<file path="config.mk">
export PLATFORM = sky130hd
export DESIGN_NAME = vn3_lerp
export DESIGN_NICKNAME = d
export VERILOG_FILES = /design/src/rtl/vn3_pkg.sv /design/src/rtl/vn3_lerp.sv
export SDC_FILE = /design/constraint.sdc
export NUM_CORES = 2
export LEC_CHECK = 0
export BUFFER_PORTS_ARGS = -buffer_cell sky130_fd_sc_hd__buf_2
export CAP_MARGIN = 5
export CORE_ASPECT_RATIO = 0.8
export CORE_MARGIN = 2
export CORE_UTILIZATION = 50
export CTS_CLUSTER_DIAMETER = 60
export DETAILED_ROUTE_END_ITERATION = 10
export GPL_TIMING_DRIVEN = 0
export HOLD_SLACK_MARGIN = 0.03
export PLACE_DENSITY = 0.67
export SLEW_MARGIN = 20
export SYNTH_ARGS = -nofsm -noshare
export SYNTH_HDL_FRONTEND = slang
export SYNTH_SLANG_ARGS = --single-unit
</file>
<file path="constraint.sdc">
create_clock -name clk_i -period 10.87 [get_ports clk_i]
set_input_delay 1.087 -clock clk_i [delete_from_list [all_inputs] [get_ports clk_i]]
set_output_delay 1.087 -clock clk_i [all_outputs]
set_load 0.01 [all_outputs]
</file>
<file path="src/rtl/vn3_pkg.sv">
// Package with shared constants and the corner seed function for the 3D value noise block.
package vn3_pkg;

  localparam int unsigned FracBitsDef = 16;
  localparam int unsigned CoordW      = 32;
  localparam int unsigned ValW        = 32;

  // Hash constants.
  localparam logic [31:0] HashMulY = 32'd57;
  localparam logic [31:0] HashMulZ = 32'd131;
  localparam logic [31:0] HashC1   = 32'd15731;
  localparam logic [31:0] HashC2   = 32'd789221;
  localparam logic [31:0] HashC3   = 32'd1376312589;
  localparam logic [31:0] HashMask = 32'h7fffffff;
  localparam logic signed [32:0] ValOne = 33'sd1073741824;

  // Lattice corner seed before mixing.
  function automatic logic [31:0] seed_of(logic [31:0] x, logic [31:0] y, logic [31:0] z);
    logic [31:0] n;
    n = x + y * HashMulY + z * HashMulZ;
    seed_of = (n << 13) ^ n;
  endfunction

endpackage

</file>
<file path="src/rtl/vn3_lerp.sv">
// Registered blend stage: a + floor(u*(b-a) >> FracBits), two register levels.
module vn3_lerp import vn3_pkg::*; #(
  parameter int unsigned FracBits = FracBitsDef
) (
  input  logic                       clk_i,
  input  logic                       en_i,
  input  logic signed [32:0]         a_i,
  input  logic signed [32:0]         b_i,
  input  logic        [FracBits-1:0] u_i,
  output logic signed [32:0]         y_o
);
  logic signed [32:0]          a_q;
  logic signed [33:0]          diff_q;
  logic        [FracBits-1:0]  u_q;
  logic signed [34+FracBits:0] prod;

  // First level: difference.
  always_ff @(posedge clk_i) begin
    if (en_i) begin
      a_q    <= a_i;
      diff_q <= 34'(b_i) - 34'(a_i);
      u_q    <= u_i;
    end
  end

  // Second level: product, arithmetic shift floors.
  assign prod = $signed({1'b0, u_q}) * diff_q;

  always_ff @(posedge clk_i) begin
    if (en_i) begin
      y_o <= a_q + 33'(prod >>> FracBits);
    end
  end
endmodule

</file>
==> qor.txt <==
Die W = 253.4 µm
Synth Warn # = 0
area fraction of the dominant cell type after synthesis = 40.62%
fmax = 0.09728 GHz
clock slew at reported path FFs = 0.07 ns
Hold WC Path Type = reg -> reg
synth top area cells = fa_1 41%, edfxtp_1 14%, inv_1 9.8%
Post-Syn Area per Cell = 9.398 µm²
maximum buffer depth of the clock tree = 2
skew final = 0.01348 ns
Final Hold Fails = 0
Max Cap Violations = 0
Tightest Pin Transition = 1.034 ns
RSZ-0062 raised after global routing = false
area of the multi-input gates = 18630 µm²
# rows = 73
Ports = 117
Hold-fix buffers, CTS = 0
Critical Path Fanout Max = 10
minimum clock period = 10.28 ns
worst skew pair latency = 0.49 ns
vias after detailed routing = 18420
Die Ht = 203.5 µm
dominant cell type by area after synthesis = fa_1
Seq/Total Area, Yosys = 14.00%
vias in the first global route = 19580
reg-to-reg startpoint = u_q[2]$_DFFE_PP_
Detailed Route Iter0 Violations = 1397
H-tree depth = 4
EDFF count, synth = 116
Slew HR = 31.07%
ANT nets after route = 0
fillers = 4459
crit-path max cell delay = 0.60 ns
final worst-path setup slack = 0.5902 ns
setup violators final = 0
Place WS = 0.2638 ns
total track usage = 28.34%
syn nets = 3420
worst setup path class = reg -> reg
WP data arrival = 10.52 ns
first-pass GRT wire length = 108700 µm
layout cells sized above 1 = 6.400%
largest net degree at the start of global routing = 65
grt total ovfl = 0
Synth-to-Final Area Change = 8.205%
residual DRC count = 0
CTS Sinks = 116
Via density = 5.301
root cell of the clock tree = clkbuf_16
DIE AREA = 51580 µm²
Detailed Place HPWL = 56800 µm
final worst path period share = 94.57%
Pre-antenna DRT Iters = 5
total CTS buffers = 17
Mapped Area = 24890 µm²
wire per inst = 19.65 µm
Slew Limit Fails = 0
cell mode on critical path = fa_1
GPL Wtd Cong = 0.9478
CORE AREA = 49410 µm²
TNS Setup = 0 ns
# port buffers = 116
initial antenna violation count = 3
Initial Util = 50.36%
Worst EP required = 11.11 ns
status = finished, final reports clean
type of origin of the critical path = flip-flop
NumNets Final = 3556
CP endpoint kind = flip-flop
crit path from = u_q[2]$_DFFE_PP_
count of different cell masters after synthesis = 74
Post-Route WL = 68280 µm
CTS tree = done
Hold Crit Start = a_q[0]$_DFFE_PP_
FF+latch count, synth = 116
ys async rst share = 0%
Critical-path top delay cell = clkbuf_1
Mapped Cells = 2648
register area = 3483 µm²
Top FF cell, synth = edfxtp_1
through the flow:
step	hold slack, ns	cell area [µm²]	util (%)	std cells
3_5_place_dp	0.5435	26350	53.32	3440
3_3_place_gp	0.5398	26310	53.25	3439
4_1_cts	0.5648	26910	54.45	3472
5_1_grt	0.5924	26920	54.49	3472
2_1_floorplan	0.5256	24890	-	2648
6_report	0.5608	26930	54.50	3474
state kept, by name (all words and copies together), names as in the netlist:
name and flops:
a_q 33, u_q 16, y_o 33, diff_q 34
cell families (layout without fill, tap and decap cells):
| logic type | Yosys count | count (layout) | synth area share [%] |
|---|---|---|---|
| buf+inv | 743 | 892 | 11.21 |
| simple gates | 740 | 740 | 14.22 |
| other cells | 0 | 2 | 0 |
| fa+ha+maj | 688 | 688 | 49.82 |
| flops | 116 | 116 | 14.00 |
| compound gates | 262 | 262 | 7.190 |
| xor+xnor | 95 | 95 | 3.399 |
| mux | 4 | 4 | 0.1659 |
final cells by class:
cell class	instances	area share, %
Multi-Input combinational cell	1789	69.18
Sequential cell	116	12.94
Inverter	647	9.019
Tap cell	675	3.136
Timing Repair Buffer	117	2.281
Clock buffer	17	1.580
Buffer	96	1.347
Clock inverter	15	0.5065
Antenna cell	2	0.01859
path summary, 6_finish.rpt:
check	to	slack, ns	cells past startpoint
worst max-delay path	y_o[32]$_DFFE_PP_	0.59	30
worst min-delay path	y_o[0]$_DFFE_PP_	0.56	1
worst max register to register	y_o[32]$_DFFE_PP_	0.59	30
worst min register to register	y_o[0]$_DFFE_PP_	0.56	1
timing repair:
action                     in CTS  in global routing
setup endpoints to repair       0                  1
hold endpoints to repair        0                  0
resized for setup               0                  6
setup buffers                   0                  0
synthesized netlist by cell type, types with 7 or more instances:
library cell    n
nand3_1        21
xor2_1         23
nor2_1         60
nand2_1       372
inv_1         647
o21bai_1        7
a21o_1         42
o21a_1         12
a31oi_1         7
ha_1          183
a21oi_1        72
nor3_1         14
nand2b_1       15
edfxtp_1      116
fa_1          505
xnor2_1        71
nand4_1         9
o21ai_0        41
and3_1         15
clkbuf_1       96
and2_1        208
a211oi_1       13
per-layer routing:
layer	vias to the layer above	GRT usage, %	routed length (µm)
met5	-	0	0
li1	8281	-	-
met1	9286	39.39	28850
met3	101	8.334	7072
met4	0	9.932	2044
met2	748	42.42	30310
worst max-delay path: cells and delay by family, from the launching register on:
family | cells | cell delay (ns)
xor+xnor | 2 | 0.52
flops | 1 | 0.33
buf+inv | 5 | 1.20
compound gates | 8 | 2.84
fa+ha+maj | 8 | 3.78
simple gates | 7 | 1.35
cells in the final DEF, fill, tap and decap left out, drive strengths merged, types with 8 or more instances in the layout:
cell	n
o21ai	49
and3	16
xnor2	71
xor2	23
and2	209
inv	657
a21oi	75
ha	183
o21a	12
clkbuf	113
fa	505
nor2	60
a31oi	8
a21o	42
a211oi	14
buf	117
nand4	9
nand2b	15
nand3	22
nor3	14
nand2	372
edfxtp	116
Power is left out: the tool's default activity adds up to more than one toggle a clock period on the data nets, which glitch-free logic cannot reach.
