[config.mk]
export PLATFORM = sky130hd
export DESIGN_NAME = vn3_hash
export DESIGN_NICKNAME = d
export VERILOG_FILES = /design/src/rtl/vn3_pkg.sv /design/src/rtl/vn3_hash.sv
export SDC_FILE = /design/constraint.sdc
export NUM_CORES = 2
export LEC_CHECK = 0
export BUFFER_PORTS_ARGS = -buffer_cell sky130_fd_sc_hd__buf_2
export CAP_MARGIN = 20
export CORE_MARGIN = 3
export CORE_UTILIZATION = 41
export CTS_BUF_LIST = sky130_fd_sc_hd__clkbuf_2
export CTS_CLUSTER_DIAMETER = 80
export DETAILED_ROUTE_END_ITERATION = 6
export GPL_ROUTABILITY_DRIVEN = 0
export REMOVE_ABC_BUFFERS = 1
export SLEW_MARGIN = 25
export SYNTH_ARGS = -nofsm -noshare
export SYNTH_HDL_FRONTEND = slang
export SYNTH_SLANG_ARGS = --single-unit
[constraint.sdc]
create_clock -name clk_i -period 9.9 [get_ports clk_i]
set_clock_uncertainty 0.1 [all_clocks]
set_input_delay 0.495 -clock clk_i [delete_from_list [all_inputs] [get_ports clk_i]]
set_output_delay 0.495 -clock clk_i [all_outputs]
set_load 0.05 [all_outputs]
[src/rtl/vn3_pkg.sv]
// Package with shared constants and the corner seed function for the 3D value noise block.
package vn3_pkg;

  localparam int unsigned FracBitsDef = 16;
  localparam int unsigned CoordW      = 32;
  localparam int unsigned ValW        = 32;

  // Hash constants.
  localparam logic [31:0] HashMulY = 32'd57;
  localparam logic [31:0] HashMulZ = 32'd131;
  localparam logic [31:0] HashC1   = 32'd15731;
  localparam logic [31:0] HashC2   = 32'd789221;
  localparam logic [31:0] HashC3   = 32'd1376312589;
  localparam logic [31:0] HashMask = 32'h7fffffff;
  localparam logic signed [32:0] ValOne = 33'sd1073741824;

  // Lattice corner seed before mixing.
  function automatic logic [31:0] seed_of(logic [31:0] x, logic [31:0] y, logic [31:0] z);
    logic [31:0] n;
    n = x + y * HashMulY + z * HashMulZ;
    seed_of = (n << 13) ^ n;
  endfunction

endpackage

[src/rtl/vn3_hash.sv]
// Corner hash pipeline: seed, square, multiply, mask; four register levels.
module vn3_hash import vn3_pkg::*; (
  input  logic               clk_i,
  input  logic               en_i,
  input  logic [31:0]        x_i,
  input  logic [31:0]        y_i,
  input  logic [31:0]        z_i,
  output logic signed [32:0] val_o
);
  logic [31:0] n_q, n2, t_q, n3_q, n4_q, s_q, m_q;

  // The constant product and the full product sit in separate levels.
  always_ff @(posedge clk_i) begin
    if (en_i) begin
      n_q  <= seed_of(x_i, y_i, z_i);
      n3_q <= n_q;
      t_q  <= n_q * n_q;
      n4_q <= n3_q;
      s_q  <= t_q * HashC1 + HashC2;
      m_q  <= n4_q * s_q;
    end
  end

  assign n2 = (m_q + HashC3) & HashMask;
  assign val_o = ValOne - $signed({1'b0, n2});
endmodule

==> results.json <==
{
  "ys_seq_area_share_pct": 12.06,
  "grt_setup_unrepaired": "false",
  "ios": 131,
  "design.final.nets": 6022,
  "synth_edf_count": 183,
  "status": "finished clean",
  "timing_worst_slew_pin_value_ns": 1.031,
  "cts.root.buffer_cell": "sky130_fd_sc_hd__clkbuf_2",
  "max_cap_violations": 0,
  "hold_viol": 0,
  "timing.critical_path.to_type": "flip-flop",
  "timing_max_transition_violations_final": 0,
  "yosysWarningCount": 0,
  "design.die.area_mm2": 0.1151,
  "tritoncts_buffers": 17,
  "avgRoutedWirePerCell_um": 17.71,
  "critical_path_class": "reg2reg",
  "timing.hold.worst.start": "z_i[0]",
  "synth_area_per_cell_um2": 10.39,
  "worstPathRequired_ns": 10.57,
  "global_route.usage.total_pct": 19.17,
  "fin_setup_tns_ns": 0,
  "cts_sinks": 183,
  "worst_min_path_class": "in2reg",
  "setup.worst_path.start_class": "flip-flop",
  "synthDominantAreaCellType": "sky130_fd_sc_hd__fa_1",
  "post-route-min-period_ns": 8.126,
  "port_buffers": 127,
  "core-area_mm2": 0.1096,
  "detail_route.vias_per_cell": 4.898,
  "place.detailed.hpwl_mm": 88.66,
  "buffers_from_clock_root_to_sink_at_most": 2,
  "die_h_um": 339.3,
  "flow.area_growth_from_synthesis_pct": 5.798,
  "holdPathEnd": "n_q[1]",
  "netlist-cell-type-count": 72,
  "setup_viol": 0,
  "cts_tree": "done",
  "ys_ff_latch": 183,
  "number_of_antenna_violations_at_the_first_check_in_global_routing": 8,
  "totalWireLength_mm": 105.4,
  "post_route_insts_no_fill": 5948,
  "wire_length_of_the_first_global_routing_pass_mm": 173.6,
  "syn_inst": 4384,
  "netlist_area_mm2": 0.04555,
  "min_delay_path_depth": 3,
  "grt_pass1_vias": 32040,
  "fp-row-count": 121,
  "cp_data_arrival_time_ns": 8.80,
  "startpoint": "n_q[4]",
  "drt_first_pass_iters": 5,
  "r2r.worst_path.cells": 24,
  "clkLatencyLatePin_ns": 0.99,
  "dpl.cell_count": 5907,
  "max_freq_mhz": 123.1,
  "dr_total_vias": 29140,
  "antenna_viol_nets_final": 0,
  "floorplan.die.width_um": 339.3,
  "synth_top_area_share_pct": 44.30,
  "drcViolationCount": 0,
  "maximum_number_of_pins_on_one_net_before_global_route_repair": 81,
  "setup.reg_to_reg.worst_slack_ns": 1.77,
  "drt_iter0_drc": 1377,
  "initial_core_utilization_pct": 41.56,
  "drive_above_1_share_pct": 4.767,
  "ys_top_cells_by_area": "sky130_fd_sc_hd__fa_1 44%, sky130_fd_sc_hd__ha_1 13%, sky130_fd_sc_hd__edfxtp_1 12%",
  "timing.rr.end": "t_q[30]",
  "timing.rr.start": "n_q[4]",
  "cp_max_fo": 12,
  "clkSlewWorstSetupHoldPaths_ns": 0.29,
  "cts_setup_buffers": 0,
  "timing.max_slew.rel_slack_pct": 31.27,
  "synthFlopType": "sky130_fd_sc_hd__edfxtp_1",
  "htree_levels": 4,
  "grt_residual_overflow": 0,
  "layout_worst_path_cycle_share_pct": 82.08,
  "synthArstFlopShare_pct": 0
}
==> cell type report <==
type	instances	area (µm²)
clock inverters	15	176.4
repair buffers	169	979.7
inverters	1059	3975
flip-flops and latches	183	5495
diodes	4	10.01
fillers	10660	61420
multi-input cells	3025	35630
clock buffers	17	85.08
well taps	1476	1847
==> critical path, cell delays in order, from the launching register on <==
cell and delay, ns:
sky130_fd_sc_hd__edfxtp_1 0.82, sky130_fd_sc_hd__nand2_1 0.35, sky130_fd_sc_hd__fa_1 0.60, sky130_fd_sc_hd__inv_1 0.07, sky130_fd_sc_hd__fa_1 0.50, sky130_fd_sc_hd__inv_1 0.05
sky130_fd_sc_hd__fa_1 0.50, sky130_fd_sc_hd__inv_1 0.06, sky130_fd_sc_hd__fa_1 0.47, sky130_fd_sc_hd__ha_1 0.29, sky130_fd_sc_hd__ha_1 0.27, sky130_fd_sc_hd__inv_1 0.05
sky130_fd_sc_hd__fa_1 0.47, sky130_fd_sc_hd__inv_1 0.05, sky130_fd_sc_hd__fa_1 0.44, sky130_fd_sc_hd__ha_1 0.36, sky130_fd_sc_hd__a211o_1 0.15, sky130_fd_sc_hd__a211oi_1 0.07
sky130_fd_sc_hd__o31ai_1 0.69, sky130_fd_sc_hd__o211ai_1 0.26, sky130_fd_sc_hd__o31ai_1 0.66, sky130_fd_sc_hd__a21o_1 0.23, sky130_fd_sc_hd__a41o_1 0.19, sky130_fd_sc_hd__o22ai_1 0.09
sky130_fd_sc_hd__xnor2_1 0.13
==> kinds of logic after synthesis <==
logic type / share of synthesized area (%)
other: 0.01649
flip-flops: 12.06
AND/OR/NAND/NOR: 10.87
AO/OA/AOI/OAI: 4.576
buffers and inverters: 9.745
XOR/XNOR: 5.653
adder cells (fa/ha/maj): 56.96
multiplexers: 0.1099
==> state kept, by name (all words and copies together), names as in the netlist <==
name,count
m_q,31
n3_q,30
n4_q,31
n_q,31
s_q,30
t_q,30
==> per-layer routing <==
metal  vias up  wire [µm]  global-route usage [%]
met4         0       2511                   4.837
li1      13360          -                       -
met5         -          0                       0
met1     15150      47200                   26.42
met2       515      51420                   32.35
met3       104       4234                   2.149
==> cells in the final DEF, fill, tap and decap left out, types with 5 or more instances in the layout <==
cell type | Yosys | final
sky130_fd_sc_hd__inv_1 | 1059 | 1059
sky130_fd_sc_hd__fa_1 | 1008 | 1008
sky130_fd_sc_hd__ha_1 | 461 | 461
sky130_fd_sc_hd__and2_1 | 443 | 443
sky130_fd_sc_hd__nand2_1 | 311 | 311
sky130_fd_sc_hd__xnor2_1 | 216 | 216
sky130_fd_sc_hd__edfxtp_1 | 183 | 183
sky130_fd_sc_hd__buf_2 | 2 | 126
sky130_fd_sc_hd__a21oi_1 | 91 | 91
sky130_fd_sc_hd__xor2_1 | 78 | 78
sky130_fd_sc_hd__nor2_1 | 71 | 71
sky130_fd_sc_hd__a21o_1 | 56 | 56
sky130_fd_sc_hd__buf_4 | 2 | 37
sky130_fd_sc_hd__o21ai_0 | 35 | 35
sky130_fd_sc_hd__o21bai_1 | 24 | 24
sky130_fd_sc_hd__nor3_1 | 19 | 19
sky130_fd_sc_hd__nand3_1 | 17 | 17
sky130_fd_sc_hd__clkbuf_2 | 0 | 17
sky130_fd_sc_hd__o21a_1 | 16 | 16
sky130_fd_sc_hd__nor2b_1 | 15 | 15
sky130_fd_sc_hd__nand4_1 | 13 | 13
sky130_fd_sc_hd__a211oi_1 | 12 | 12
sky130_fd_sc_hd__a31oi_1 | 12 | 12
sky130_fd_sc_hd__and3_1 | 10 | 10
sky130_fd_sc_hd__nand2b_1 | 10 | 10
sky130_fd_sc_hd__o211ai_1 | 8 | 8
sky130_fd_sc_hd__o31ai_1 | 7 | 7
sky130_fd_sc_hd__or3_1 | 7 | 7
sky130_fd_sc_hd__o21ai_1 | 5 | 5
sky130_fd_sc_hd__mux2i_1 | 5 | 5
sky130_fd_sc_hd__nand3b_1 | 5 | 5
sky130_fd_sc_hd__o22ai_1 | 5 | 5
sky130_fd_sc_hd__inv_8 | 0 | 5
==> what timing repair did <==
| item | in CTS | in global routing |
|---|---|---|
| gates resized for setup | 0 | 0 |
| hold buffers | 4 | 0 |
| hold endpoints to repair | 77 | 0 |
==> how the worst max path moves through the flow <==
stage                   end  slack [ns]
floorplan           t_q[30]        2.82
global placement    t_q[30]        1.78
detailed placement  t_q[30]        1.77
CTS                 t_q[30]        1.70
global route        t_q[30]        1.40
finish              t_q[30]        1.77
==> through the flow <==
step	setup slack (ns)	hold slack, ns	area, µm²	utilization, %
after CTS	1.702	0.008116	48160	43.94
final	1.774	0.1276	48190	43.97
after floorplan	2.820	0.3003	45100	-
after global placement	1.778	0.3008	47860	43.67
after global routing	1.403	0.03242	48190	43.97
after detailed placement	1.766	0.3045	47860	43.67
==> synth_stat cells (7+ instances only) <==
library cell	n
sky130_fd_sc_hd__and3_1	10
sky130_fd_sc_hd__o211ai_1	8
sky130_fd_sc_hd__and2_1	443
sky130_fd_sc_hd__o21bai_1	24
sky130_fd_sc_hd__edfxtp_1	183
sky130_fd_sc_hd__fa_1	1008
sky130_fd_sc_hd__a21o_1	56
sky130_fd_sc_hd__nand3_1	17
sky130_fd_sc_hd__a31oi_1	12
sky130_fd_sc_hd__nand2_1	311
sky130_fd_sc_hd__nor2b_1	15
sky130_fd_sc_hd__nor2_1	71
sky130_fd_sc_hd__xnor2_1	216
sky130_fd_sc_hd__nor3_1	19
sky130_fd_sc_hd__or3_1	7
sky130_fd_sc_hd__o21a_1	16
sky130_fd_sc_hd__ha_1	461
sky130_fd_sc_hd__o31ai_1	7
sky130_fd_sc_hd__inv_1	1059
sky130_fd_sc_hd__a211oi_1	12
sky130_fd_sc_hd__a21oi_1	91
sky130_fd_sc_hd__o21ai_0	35
sky130_fd_sc_hd__xor2_1	78
sky130_fd_sc_hd__clkbuf_1	114
sky130_fd_sc_hd__nand2b_1	10
sky130_fd_sc_hd__nand4_1	13
Power is left out: the tool's default activity adds up to more than one toggle a clock period on the data nets, which glitch-free logic cannot reach.
